### src/sv/srm_pkg.sv
// Package for the sensor range monitor register block.
// Holds register map indexes, reset values and shared types; no dependencies.
package srm_pkg;

  localparam int NUM_SENSORS = 8;
  localparam int SENS_W = 3;

  localparam logic [5:0] IDX_CTRL0 = 6'd0;
  localparam logic [5:0] IDX_CTRL1 = 6'd1;
  localparam logic [5:0] IDX_CAL0 = 6'd2;
  localparam logic [5:0] IDX_CAL1 = 6'd3;
  localparam logic [5:0] IDX_TRNG0 = 6'd4;
  localparam logic [5:0] IDX_TRNG7 = 6'd11;
  localparam logic [5:0] IDX_VRNG0 = 6'd12;
  localparam logic [5:0] IDX_VRNG7 = 6'd19;
  localparam logic [5:0] IDX_RRNG7 = 6'd27;
  localparam logic [5:0] IDX_STAT_LO = 6'd28;
  localparam logic [5:0] IDX_ADC = 6'd36;
  localparam logic [5:0] IDX_THC0 = 6'd37;
  localparam logic [5:0] IDX_THC1 = 6'd38;
  localparam logic [5:0] IDX_LAST = 6'd38;

  localparam logic [31:0] RST_CTRL1 = 32'hFF00003F;
  localparam logic [31:0] RST_CAL0 = 32'h028B0537;
  localparam logic [31:0] RST_CAL1 = 32'h04E2001E;
  localparam logic [31:0] RST_ADC = 32'h00080000;
  localparam logic [31:0] RST_THC0 = 32'h9253F01C;
  localparam logic [31:0] RST_THC1 = 32'h44053805;
  localparam logic [31:0] RST_TRNG = 32'h023A02E4;
  localparam logic [31:0] RST_VRNG = 32'h038402E4;
  localparam logic [15:0] RST_TCODE = 16'd638;
  localparam logic [15:0] RST_VCODE = 16'd800;
  localparam logic [9:0] DATA_MAX = 10'h3FF;

  typedef enum logic [1:0] {
    ACT_READ = 2'd0,
    ACT_WRITE = 2'd1,
    ACT_SAMPLE = 2'd2,
    ACT_NOP = 2'd3
  } action_t;

  typedef enum logic [1:0] {
    RM_REFRESH = 2'd0,
    RM_MONITOR = 2'd1,
    RM_IDLE = 2'd2
  } run_mode_t;

  // mode field of control word 0
  typedef enum logic [1:0] {
    CM_TEMP = 2'd0,
    CM_VOLT = 2'd1,
    CM_MONITOR = 2'd2,
    CM_CALIB = 2'd3
  } ctrl_mode_t;

  typedef enum logic [3:0] {
    ST_FILL,
    ST_FILLCD,
    ST_IDLE,
    ST_RDWAIT,
    ST_STCLR,
    ST_SWEEP,
    ST_SWEEP2,
    ST_SAMPLE,
    ST_OUT
  } state_t;

  // reset value of a register file word
  function automatic logic [31:0] reset_word(input logic [5:0] idx);
    logic [31:0] v;
    v = '0;
    if (idx == IDX_CTRL1) v = RST_CTRL1;
    else if (idx == IDX_CAL0) v = RST_CAL0;
    else if (idx == IDX_CAL1) v = RST_CAL1;
    else if (idx >= IDX_TRNG0 && idx <= IDX_TRNG7) v = RST_TRNG;
    else if (idx >= IDX_VRNG0 && idx <= IDX_VRNG7) v = RST_VRNG;
    else if (idx == IDX_ADC) v = RST_ADC;
    else if (idx == IDX_THC0) v = RST_THC0;
    else if (idx == IDX_THC1) v = RST_THC1;
    return v;
  endfunction

endpackage

### src/sv/srm_ram.sv
// Generic single-port synchronous RAM with registered read.
// No dependencies.
module srm_ram #(
  parameter int WIDTH = 32,
  parameter int DEPTH = 64
) (
  input  logic                     clk,
  input  logic                     we,
  input  logic [$clog2(DEPTH)-1:0] addr,
  input  logic [WIDTH-1:0]         wdata,
  output logic [WIDTH-1:0]         rdata
);
  logic [WIDTH-1:0] mem [DEPTH];

  always_ff @(posedge clk) begin
    if (we) mem[addr] <= wdata;
    rdata <= mem[addr];
  end
endmodule

### src/sv/sensor_range_monitor_regs_unit.sv
// Top level of the sensor range monitor register block.
// Uses srm_pkg and srm_ram (register file and latched code memory).
//
// One input channel (in_valid/in_ready) carries an item: a bus read, a bus
// write or a raw sample. One output channel (out_valid/out_ready) returns a
// result item per input: read_data and irq_level.
// Items are handled one at a time. The register file (39 words) and the
// latched codes (16 entries) sit in single-port RAMs with registered read.
// A read or a write of an ordinary register goes through a read-wait state
// to the output state, a sample through its two sample phases, and a
// no-operation straight to the output state. A write to control word 1, or
// to control word 0 with bit 31 clear, re-evaluates the sixteen latched codes
// (code read, range read, check and write-back); entering monitor mode first
// clears the eight status words. A write to control word 0 with bit 31 set
// reloads the 64 register words, keeping the codes.
// After reset the block fills 64 register words and 16 codes, then runs one
// re-evaluation, all with in_ready low.
// The result is held in an output register while out_ready is low; a new
// item is accepted only once the result has been taken.
// The IRQ level is a flop updated after samples and control writes.
module sensor_range_monitor_regs_unit
  import srm_pkg::*;
(
  input  logic        clk,
  input  logic        rst,
  input  logic        in_valid,
  output logic        in_ready,
  input  logic [1:0]  action,
  input  logic [5:0]  reg_index,
  input  logic [31:0] write_data,
  input  logic [2:0]  sensor_index,
  input  logic        sample_kind,
  input  logic [15:0] sample_value,
  output logic        out_valid,
  input  logic        out_ready,
  output logic [31:0] read_data,
  output logic        irq_level
);

  state_t st, st_next;

  // register file RAM
  logic        rf_we;
  logic [5:0]  rf_addr;
  logic [31:0] rf_wdata, rf_rdata;
  // code RAM: {kind, sensor}
  logic        cd_we;
  logic [3:0]  cd_addr;
  logic [15:0] cd_wdata, cd_rdata;

  srm_ram #(.WIDTH(32), .DEPTH(64)) u_rf (
    .clk(clk), .we(rf_we), .addr(rf_addr), .wdata(rf_wdata), .rdata(rf_rdata));
  srm_ram #(.WIDTH(16), .DEPTH(16)) u_cd (
    .clk(clk), .we(cd_we), .addr(cd_addr), .wdata(cd_wdata), .rdata(cd_rdata));

  // control words and ADC result are kept in flops; reads take them from the flops, not the RAM
  logic [31:0] ctrl0, ctrl1, adc;
  run_mode_t   rmode;
  logic [NUM_SENSORS-1:0] flags;   // per sensor: status flag bits non-zero
  logic        irq;

  // captured item
  action_t     act;
  logic [5:0]  idx;
  logic [31:0] wd;
  logic [SENS_W-1:0] sn;
  logic        kd;
  logic [15:0] val;
  logic [31:0] rd;

  // sequencing
  logic [5:0]  cnt;      // fill, clear and sweep counter
  logic        boot;     // power-up pass: no result at the end of the sweep
  logic        ph;       // sample phase: 0 range read, 1 check and write-back
  logic        sweeping;

  logic [NUM_SENSORS-1:0] en_bits, kind_bits, irq_vec;
  logic ok_mon;
  logic wr_ok;
  logic [4:0] alarm_bit;
  logic [9:0] sat;
  logic [15:0] lo, hi;
  logic below, above;
  logic [31:0] stat_word;
  logic [NUM_SENSORS-1:0] flags_n;
  logic irq_n;

  assign in_ready = (st == ST_IDLE);
  assign out_valid = (st == ST_OUT);
  assign read_data = rd;
  assign irq_level = irq;

  assign en_bits = ctrl1[31:24];
  assign kind_bits = ctrl1[23:16];
  assign alarm_bit = {2'b11, sn};
  // writable words: calibration, the three range banks, thermal config
  assign wr_ok = (idx >= IDX_CAL0 && idx <= IDX_RRNG7) || idx == IDX_THC0
    || idx == IDX_THC1;

  // sample check against range word in rf_rdata
  always_comb begin
    sat = (val > 16'(DATA_MAX)) ? DATA_MAX : val[9:0];
    ok_mon = en_bits[sn] && (kind_bits[sn] == kd);
    if (!kd) begin
      hi = rf_rdata[15:0];
      lo = rf_rdata[31:16];
    end else begin
      hi = rf_rdata[31:16];
      lo = rf_rdata[15:0];
    end
    below = val < lo;
    above = val > hi;
    // temp: below bit 31, above bit 30; volt: above bit 29, below bit 28
    stat_word = {below & !kd, above & !kd, above & kd, below & kd, 18'd0, sat};
  end

  always_comb begin
    flags_n = flags;
    if (st == ST_SAMPLE && ph && rmode == RM_MONITOR && ok_mon)
      flags_n[sn] = below | above;
    irq_vec = en_bits & flags_n
      & ((kind_bits & {NUM_SENSORS{ctrl1[14]}}) | (~kind_bits & {NUM_SENSORS{ctrl1[15]}}));
    irq_n = (rmode == RM_MONITOR) && ctrl1[11] && (|irq_vec);
  end

  // next state and RAM port control
  always_comb begin
    rf_we = 1'b0; rf_addr = idx; rf_wdata = wd;
    cd_we = 1'b0; cd_addr = {kd, sn}; cd_wdata = val;
    st_next = st;
    unique case (st)
      ST_FILL: begin
        rf_we = 1'b1;
        rf_addr = cnt;
        rf_wdata = reset_word(cnt);
        if (cnt == 6'd63) st_next = boot ? ST_FILLCD : ST_OUT;
      end
      ST_FILLCD: begin
        cd_we = 1'b1;
        cd_addr = cnt[3:0];
        cd_wdata = cnt[3] ? RST_VCODE : RST_TCODE;
        if (cnt == 6'd15) st_next = ST_SWEEP;
      end
      ST_IDLE: begin
        // start the register read at once; only a read uses the data
        rf_addr = reg_index;
        if (in_valid) begin
          unique case (action_t'(action))
            ACT_READ, ACT_WRITE: st_next = ST_RDWAIT;
            ACT_SAMPLE: st_next = ST_SAMPLE;
            ACT_NOP: st_next = ST_OUT;
          endcase
        end
      end
      ST_RDWAIT: begin
        rf_we = (act == ACT_WRITE) && wr_ok;
        if (act == ACT_WRITE && idx == IDX_CTRL0) begin
          if (wd[31]) st_next = ST_FILL;
          else if (ctrl_mode_t'(wd[15:14]) == CM_MONITOR) st_next = ST_STCLR;
          else st_next = ST_SWEEP;
        end else if (act == ACT_WRITE && idx == IDX_CTRL1) begin
          st_next = ST_SWEEP;
        end else begin
          st_next = ST_OUT;
        end
      end
      ST_STCLR: begin
        // monitor entry: clear the status words
        rf_we = 1'b1;
        rf_addr = IDX_STAT_LO + cnt;
        rf_wdata = '0;
        if (cnt == 6'd7) st_next = ST_SWEEP;
      end
      ST_SWEEP: begin
        // issue code read for next sweep entry
        cd_addr = {cnt[0], cnt[3:1]};
        if (cnt == 6'd16) st_next = boot ? ST_IDLE : ST_OUT;
        else st_next = ST_SWEEP2;
      end
      ST_SWEEP2: st_next = ST_SAMPLE;
      ST_SAMPLE: begin
        if (!ph) begin
          // latch the code of a real sample, read the range word
          cd_we = !sweeping;
          rf_addr = kd ? (IDX_VRNG0 + {3'd0, sn}) : (IDX_TRNG0 + {3'd0, sn});
        end else begin
          rf_addr = IDX_STAT_LO + {3'd0, sn};
          rf_wdata = stat_word;
          rf_we = (rmode == RM_MONITOR) && ok_mon;
          st_next = sweeping ? ST_SWEEP : ST_OUT;
        end
      end
      ST_OUT: if (out_ready) st_next = ST_IDLE;
      default: st_next = ST_IDLE;
    endcase
  end

  always_ff @(posedge clk) begin
    if (rst) st <= ST_FILL;
    else st <= st_next;
  end

  always_ff @(posedge clk) begin
    if (rst) begin
      cnt <= '0;
      boot <= 1'b1;
      ph <= 1'b0;
      sweeping <= 1'b0;
      ctrl0 <= '0;
      ctrl1 <= RST_CTRL1;
      adc <= RST_ADC;
      rmode <= RM_REFRESH;
      flags <= '0;
      irq <= 1'b0;
      rd <= '0;
      act <= ACT_NOP;
      idx <= '0; wd <= '0; sn <= '0; kd <= 1'b0; val <= '0;
    end else begin
      unique case (st)
        ST_FILL: cnt <= cnt + 6'd1;
        ST_FILLCD: begin
          if (cnt == 6'd15) begin
            cnt <= '0;
            sweeping <= 1'b1;
          end else begin
            cnt <= cnt + 6'd1;
          end
        end
        ST_IDLE: begin
          if (in_valid) begin
            act <= action_t'(action); idx <= reg_index; wd <= write_data;
            sn <= sensor_index; kd <= sample_kind; val <= sample_value;
            rd <= '0;
            ph <= 1'b0;
            sweeping <= 1'b0;
          end
        end
        ST_RDWAIT: begin
          cnt <= '0;
          if (act == ACT_READ) begin
            if (idx == IDX_CTRL0) rd <= ctrl0;
            else if (idx == IDX_CTRL1) rd <= ctrl1;
            else if (idx == IDX_ADC) rd <= adc;
            else if (idx <= IDX_LAST) rd <= rf_rdata;
            else rd <= '0;
          end else if (idx == IDX_CTRL0) begin
            if (wd[31]) begin
              // soft reset: registers back to reset values, codes kept
              ctrl0 <= '0; ctrl1 <= RST_CTRL1; adc <= RST_ADC;
              rmode <= RM_REFRESH; flags <= '0; irq <= 1'b0;
            end else begin
              ctrl0 <= wd;
              unique case (ctrl_mode_t'(wd[15:14]))
                CM_TEMP, CM_VOLT: rmode <= RM_REFRESH;
                CM_MONITOR: begin
                  rmode <= RM_MONITOR;
                  flags <= '0;
                end
                CM_CALIB: rmode <= RM_IDLE;
              endcase
              sweeping <= 1'b1;
            end
          end else if (idx == IDX_CTRL1) begin
            ctrl1 <= wd;
            sweeping <= 1'b1;
          end
        end
        ST_STCLR: begin
          if (cnt == 6'd7) cnt <= '0;
          else cnt <= cnt + 6'd1;
        end
        ST_SWEEP: begin
          if (cnt == 6'd16) begin
            irq <= irq_n;
            sweeping <= 1'b0;
            boot <= 1'b0;
          end
        end
        ST_SWEEP2: begin
          // code read data arrives now; entry order is temp n, volt n
          val <= cd_rdata;
          sn <= cnt[3:1];
          kd <= cnt[0];
          cnt <= cnt + 6'd1;
          ph <= 1'b0;
        end
        ST_SAMPLE: begin
          if (!ph) begin
            // range word read in flight
            ph <= 1'b1;
          end else begin
            if (rmode == RM_REFRESH && ctrl0[15:14] == {1'b0, kd} && sn == ctrl0[2:0])
              adc[9:0] <= sat;
            if (rmode == RM_MONITOR && ok_mon)
              adc[alarm_bit] <= below | above;
            flags <= flags_n;
            irq <= irq_n;
            ph <= 1'b0;
          end
        end
        default: ;
      endcase
    end
  end

endmodule
### config.mk
export PLATFORM = sky130hd
export DESIGN_NAME = sensor_range_monitor_regs_unit
export DESIGN_NICKNAME = d
export VERILOG_FILES = /design/src/sv/srm_pkg.sv /design/src/sv/srm_ram.sv /design/src/sv/sensor_range_monitor_regs_unit.sv
export SDC_FILE = /design/constraint.sdc
export NUM_CORES = 2
export LEC_CHECK = 0
export ABC_CLOCK_PERIOD_IN_PS = 9600
export BUFFER_PORTS_ARGS = -buffer_cell sky130_fd_sc_hd__buf_2
export CORE_ASPECT_RATIO = 0.5
export CORE_UTILIZATION = 45
export DETAILED_ROUTE_END_ITERATION = 8
export PLACE_DENSITY = 0.62
export SLEW_MARGIN = 15
export SYNTH_ARGS = -nofsm -noshare
export SYNTH_HDL_FRONTEND = slang
export SYNTH_HIERARCHICAL = 1
export SYNTH_SLANG_ARGS = --single-unit
### constraint.sdc
create_clock -name clk -period 9.6 [get_ports clk]
set_input_delay 1.44 -clock clk [delete_from_list [all_inputs] [get_ports clk]]
set_output_delay 1.44 -clock clk [all_outputs]
set_load 0.005 [all_outputs]
== After elaboration in Yosys (flattened, before gate mapping) ==
Memory sizes are Yosys's and may differ from the RTL's. A register that Yosys moved wholly into a read port is not among the register bits.
Cells that the tools add are included.

* Register bits after elaboration: 212
* Memory bits (writable): 2304
* Input bits: 64
* Memories kept: 2

{| class="wikitable"
|+ Memories
! memory !! depth !! bits a word !! read ports !! clocked after memory_dff !! wr ports !! RTL line !! text
|-
| u_rf.mem || 64 || 32 || 1 || 1 || 1 || srm_ram.sv:13 || <nowiki>logic [WIDTH-1:0] mem [DEPTH];</nowiki>
|-
| u_cd.mem || 16 || 16 || 1 || 1 || 1 || srm_ram.sv:13 ||
|}

* Add/sub/neg operators: 5
* Magnitude comparators: 14
* Eq/ne operators: 49
* Muxes and demuxes: 108
* Bitwise operators: 12
* Reductions and logical operators: 53

{| class="wikitable"
|+ Operators by type and width
! cell !! count
|-
| 2-to-1 mux 32 bit || 22
|-
| case mux 32 bit (2 select lines) || 2
|-
| case mux 32 bit (3 select lines) || 1
|-
| 2-to-1 mux 16 bit || 4
|-
| 2-to-1 mux 31 bit || 2
|-
| 2-to-1 mux 10 bit || 5
|-
| 2-to-1 mux 4 bit || 12
|-
| 2-to-1 mux 8 bit || 6
|-
| case mux 6 bit (4 select lines) || 2
|-
| == test 6 bit, second input constant || 7
|-
| case mux 4 bit (9 select lines) || 1
|-
| AND 8 bit || 4
|-
| bitwise mux 32 bit || 1
|-
| case mux 16 bit (2 select lines) || 1
|-
| 2-to-1 mux 1 bit || 25
|-
| != test 2 bit, second input constant || 11
|-
| 2-to-1 mux 6 bit || 3
|-
| AND reduction 6 bit || 3
|-
| logical AND 1 bit || 17
|-
| == test 4 x 3 -> 1 bit, second input constant || 4
|-
| > comparator 16 x 10 -> 1 bit, second input constant || 1
|-
| > comparator 16 bit || 1
|-
| less-than comparator 16 bit || 1
|-
| case mux 8 bit (2 select lines) || 1
|-
| other kinds (64) || 104
|}

== Logic depth before layout (Yosys ltp) ==
* Depth in word-level cells: 12
* Depth in mapped cells: 18

== Modules after synthesis ==
Netlist, hierarchy kept.

{| class="wikitable"
|+ By module, submodules not included
! module !! instances !! cells an instance !! area each (µm²) !! sequential area each (µm²)
|-
| srm_ram at u_rf || 1 || 4370 || 78615.4 || 62139.6
|-
| sensor_range_monitor_regs_unit || 1 || 1504 || 11680.0 || 3963.8
|-
| srm_ram at u_cd || 1 || 434 || 10092.2 || 8007.7
|}

== Least setup slack after synthesis ==
OpenSTA, ideal clock, no wires.

* Path type: flip-flop to flip-flop
* Start: register kd
* End: memory u_rf.mem[0][31] (data pin)
* Data arrival time: 6.602 ns
* Data required time: 8.591 ns
* Slack: 1.990 ns
* Stages on the path, launching flop included: 10
* Buffers on the path: 2
* Cell sequence: dfxtp_1 -> clkbuf_1 -> buf_1 -> mux2i_1 -> ha_1 -> a21oi_1 -> o21ai_0 -> a2111oi_0 -> a21oi_1 -> o311ai_0

* Longest elaborated chain between the ends: 5

{| class="wikitable"
|+ Ends and longest elaborated chain
! item !! RTL line !! text
|-
| start: declaration || sensor_range_monitor_regs_unit.sv:67 || <nowiki>logic kd;</nowiki>
|-
| start signal: assignment || sensor_range_monitor_regs_unit.sv:232 || <nowiki>sn <= sensor_index; kd <= sample_kind; val <= sample_value;</nowiki>
|-
| start signal: assignment || sensor_range_monitor_regs_unit.sv:283 || <nowiki>kd <= cnt[0];</nowiki>
|-
| 2-to-1 mux 16 bit || sensor_range_monitor_regs_unit.sv:104 || <nowiki>if (!kd) begin</nowiki>
|-
| less-than comparator 16 bit || sensor_range_monitor_regs_unit.sv:111 || <nowiki>below = val < lo;</nowiki>
|-
| AND 1 bit * || sensor_range_monitor_regs_unit.sv:114 || <nowiki>stat_word = {below & !kd, above & !kd, above & kd, below & kd, 18'd0, sat};</nowiki>
|-
| 2-to-1 mux 32 bit * || sensor_range_monitor_regs_unit.sv:182 || <nowiki>if (!ph) begin</nowiki>
|-
| case mux 32 bit (3 select lines) * || sensor_range_monitor_regs_unit.sv:131 || <nowiki>unique case (st)</nowiki>
|-
| net rf_wdata[31] || sensor_range_monitor_regs_unit.sv:45 || <nowiki>logic [31:0] rf_wdata, rf_rdata;</nowiki>
|-
| end: declaration || srm_ram.sv:13 ||
|}

The timed path passes the listed nets; every way through them passes the cells marked *.

== Worst setup path in the final report ==
* Start: register st[3]
* End: register u_rf.rdata[14], read port of u_rf.mem

* Longest elaborated chain between the ends: 2

{| class="wikitable"
|+ Ends and longest elaborated chain
! item !! RTL line !! text
|-
| start: declaration || sensor_range_monitor_regs_unit.sv:40 || <nowiki>state_t st, st_next;</nowiki>
|-
| start signal: assignment || sensor_range_monitor_regs_unit.sv:200 || <nowiki>else st <= st_next;</nowiki>
|-
| == test 4 x 3 -> 1 bit, or another cell as far along || sensor_range_monitor_regs_unit.sv:131 ||
|-
| case mux 6 bit (4 select lines) * || sensor_range_monitor_regs_unit.sv:131 ||
|-
| net rf_addr[0] || sensor_range_monitor_regs_unit.sv:44 || <nowiki>logic [5:0] rf_addr;</nowiki>
|-
| end: declaration || srm_ram.sv:11 || <nowiki>output logic [WIDTH-1:0] rdata</nowiki>
|}

Marks and branches as above.
A chain may end at the register's enable or synchronous reset.

==> impl_results.md <==
- Drt wl/cell: 33.16 um
- Syn nets: 6413
- Post-Route WL: ~320000 um
- I/O pins: 99
- Initial antenna violation count: 18
- Run status: finished clean
- Total gr overflow: 0
- Post-route cell area: 112700 um^2
- Seq/Total Area, Yosys: about 74%
- Critical Path Max Stage Delay: 1.32 ns
- Crit share post-route: around three quarters
- Synth top area share: approximately 69%
- Clk_skew: between 0.03 and 0.04 ns
- GRT Total Usage: 27.37%
- DIE AREA: 225100 um^2
- Final TNS setup: 0 ns
- CTS tree: yes
- Remaining DRCs: 0
- Layout Nets: 6476
- Max-cap violations: 0
- Std-Cell Rows: 122
- Top FF cell, synth: edfxtp_1
- Layout cell share with drive strength beyond 1: 15.12%
- Worst Path Max Fanout: 44
- Type of origin of the critical path: flop
- Synth cell count leaders: 2304 x edfxtp_1, 383 x a22oi_1, 352 x a21oi_1, 339 x nor2_1, 334 x a221oi_1
- Asr flop ratio synth: 0%
- Area Growth Syn to Fin: 12.27%
- FF+latch area: 74110 um^2
- EDFF count, synth: 2304
- First-pass DRT Iterations: 8
- Initial core utilization: approximately 45%
- Post-Syn Area: 100400 um^2
- Synth cell types: between 80 and 90
- Cts hold-fix bufs: 0
- Setup ws final: about 2.5 ns
- RSZ-0062 raised after global routing: no
- Worst-Margin Slew: 1.461 ns
- Synth top area cells: edfxtp_1 69%, dfxtp_1 4.9%, a221oi_1 2.9%
- Worst Setup Path Type: reg -> reg
- # resized after CTS: 0
- HP Class: reg -> reg
- Crit path cell chain: or3_1, nand3_1, a21oi_4, buf_4, nor2_4, buf_4, a222oi_1, a21o_1, o21ai_0, a221oi_1, nand4_1
- WP data arrival: 7.76 ns
- Fmax achieved: around 140 MHz
- Yosys reg bits: 2550
- Core ar.: roughly 220000 um^2
- Final Hold Viols: 0
- Root buffer cell: clkbuf_16
- Max-slew headroom: 2.583%
- Die X: 670.0 um
- Worst hold slack: 0.4549 ns
- Worst-path clk slew: 0.06 ns
- CP required: 10.29 ns
- Footprint of the multi-input gates: 24780 um^2
- Setup-failing EPs final: 0
- Yosys top cell by area: edfxtp_1
- Dpl cell area: 104900 um^2
- Hpwl dp: about 190000 um
- Port Buffers: 98
- Pin count of the biggest net entering global routing: around 130
- Setup WS pre-CTS: 2.739 ns
- Synth Warn #: 6
- Worst skew pair latency: about 0.88 ns
- Cells after Synth: roughly 6.3k
- Avg Cell Area, Syn: roughly 16 um^2
- RD Place Congestion: 0.9728
- Num CTS Buffers: 230
- Leading cell type by number of instances after synthesis: edfxtp_1
- DRT antenna net count: 0
- # H-tree levels: 4
- Crit path top cell by count: buf_4
- Final min period: 7.062 ns
- Initial drt markers: between 9k and 10k
- Max Transition Viols Final: 0
- Filler cells: 17.83k
- Clock Sinks: 2550
- Routed vias/inst: 6.522
- Clock Tree Buf Depth: 4
- Vias: 62.23k
- Slowest CP cell: a221oi_1
- Die H: 336.0 um
- Vias in the first global route: a little under 60k
- Post-CTS Setup Inserts: 0
- First-pass GRT wire length: about 440000 um
- Setup crit end kind: flop
==> metal layers <==
| layer | wire length, um | GRT usage (%) |
|---|---|---|
| met5 | 55 | 0 |
| met3 | 41800 | 8.158 |
| met4 | 11820 | 9.032 |
| met2 | 139000 | 41.25 |
| met1 | 123700 | 38.18 |
==> worst paths after layout <==
path              cells past startpoint  slack [ns]              to  startpoint
setup reg to reg                     11        2.54  u_rf/rdata[14]       st[3]
setup / recovery                     11        2.54  u_rf/rdata[14]       st[3]
hold reg to reg                       1        0.45         adc[19]     adc[19]
hold / removal                        1        0.45         adc[19]     adc[19]
==> stage by stage <==
stage,instances,util [%]
after floorplan,6308,-
after global placement,9083,47.25
after detailed placement,9100,47.37
after CTS,9522,50.72
after global routing,9537,50.88
final,9542,50.89
==> worst max-delay path, delay by kind of cell, from the launching register on <==
kind                   cells  cell delay [ns]
and+or+nand+nor            4             1.81
DFF                        1             0.67
AOI/OAI and AO/OA          5             3.31
buffers and inverters      2             0.97
==> layout by cell type (no fill, tap or decap), types with 68 or more instances in the layout <==
master | netlist | layout
nor2_1 | 339 | 268
nand2_1 | 275 | 272
mux4_2 | 98 | 98
o21ai_0 | 168 | 153
a22oi_1 | 383 | 383
nor3_1 | 80 | 73
nor2_4 | 0 | 68
clkbuf_16 | 0 | 234
a21oi_1 | 352 | 345
buf_4 | 27 | 188
nand3_1 | 90 | 80
mux2i_1 | 253 | 253
edfxtp_1 | 2304 | 2304
buf_2 | 133 | 97
a221oi_1 | 334 | 332
o22ai_1 | 138 | 137
dfxtp_1 | 246 | 244
mux2_2 | 85 | 85
==> flip-flops by register name (all words and copies together), names as in the netlist, 2 cells and up <==
| register | cells |
|---|---|
| wd | 32 |
| ctrl0 | 31 |
| rmode | 2 |
| adc | 19 |
| idx | 6 |
| st | 4 |
| u_cd/rdata | 16 |
| val | 16 |
| u_rf/mem | 2048 |
| flags | 8 |
| u_cd/mem | 256 |
| ctrl1 | 32 |
| read_data | 32 |
| u_rf/rdata | 32 |
| sn | 3 |
| act | 2 |
| cnt | 6 |
==> cell families (layout without fill, tap and decap cells) <==
family	after synthesis	count (layout)	share of synthesized area (%)
flip-flops	2550	2550	73.82
AO/OA/AOI/OAI	1709	1709	12.13
AND/OR/NAND/NOR	1028	1028	4.851
buffers and inverters	504	757	2.391
multiplexers	464	464	6.191
adder cells (fa/ha/maj)	41	41	0.5110
XOR/XNOR	12	12	0.1047
other	0	5	0
==> layout make-up <==
| class | instances | share of cell area (%) |
|---|---|---|
| flip-flops and latches | 2550 | 65.76 |
| multi-input cells | 3254 | 21.98 |
| clock buffers | 298 | 5.506 |
| well taps | 2976 | 3.304 |
| repair buffers | 317 | 2.310 |
| clock inverters | 124 | 1.065 |
| inverters | 18 | 0.06217 |
| diodes | 5 | 0.01110 |
Power is left out: the tool's default activity adds up to more than one toggle a clock period on the data nets, which glitch-free logic cannot reach.
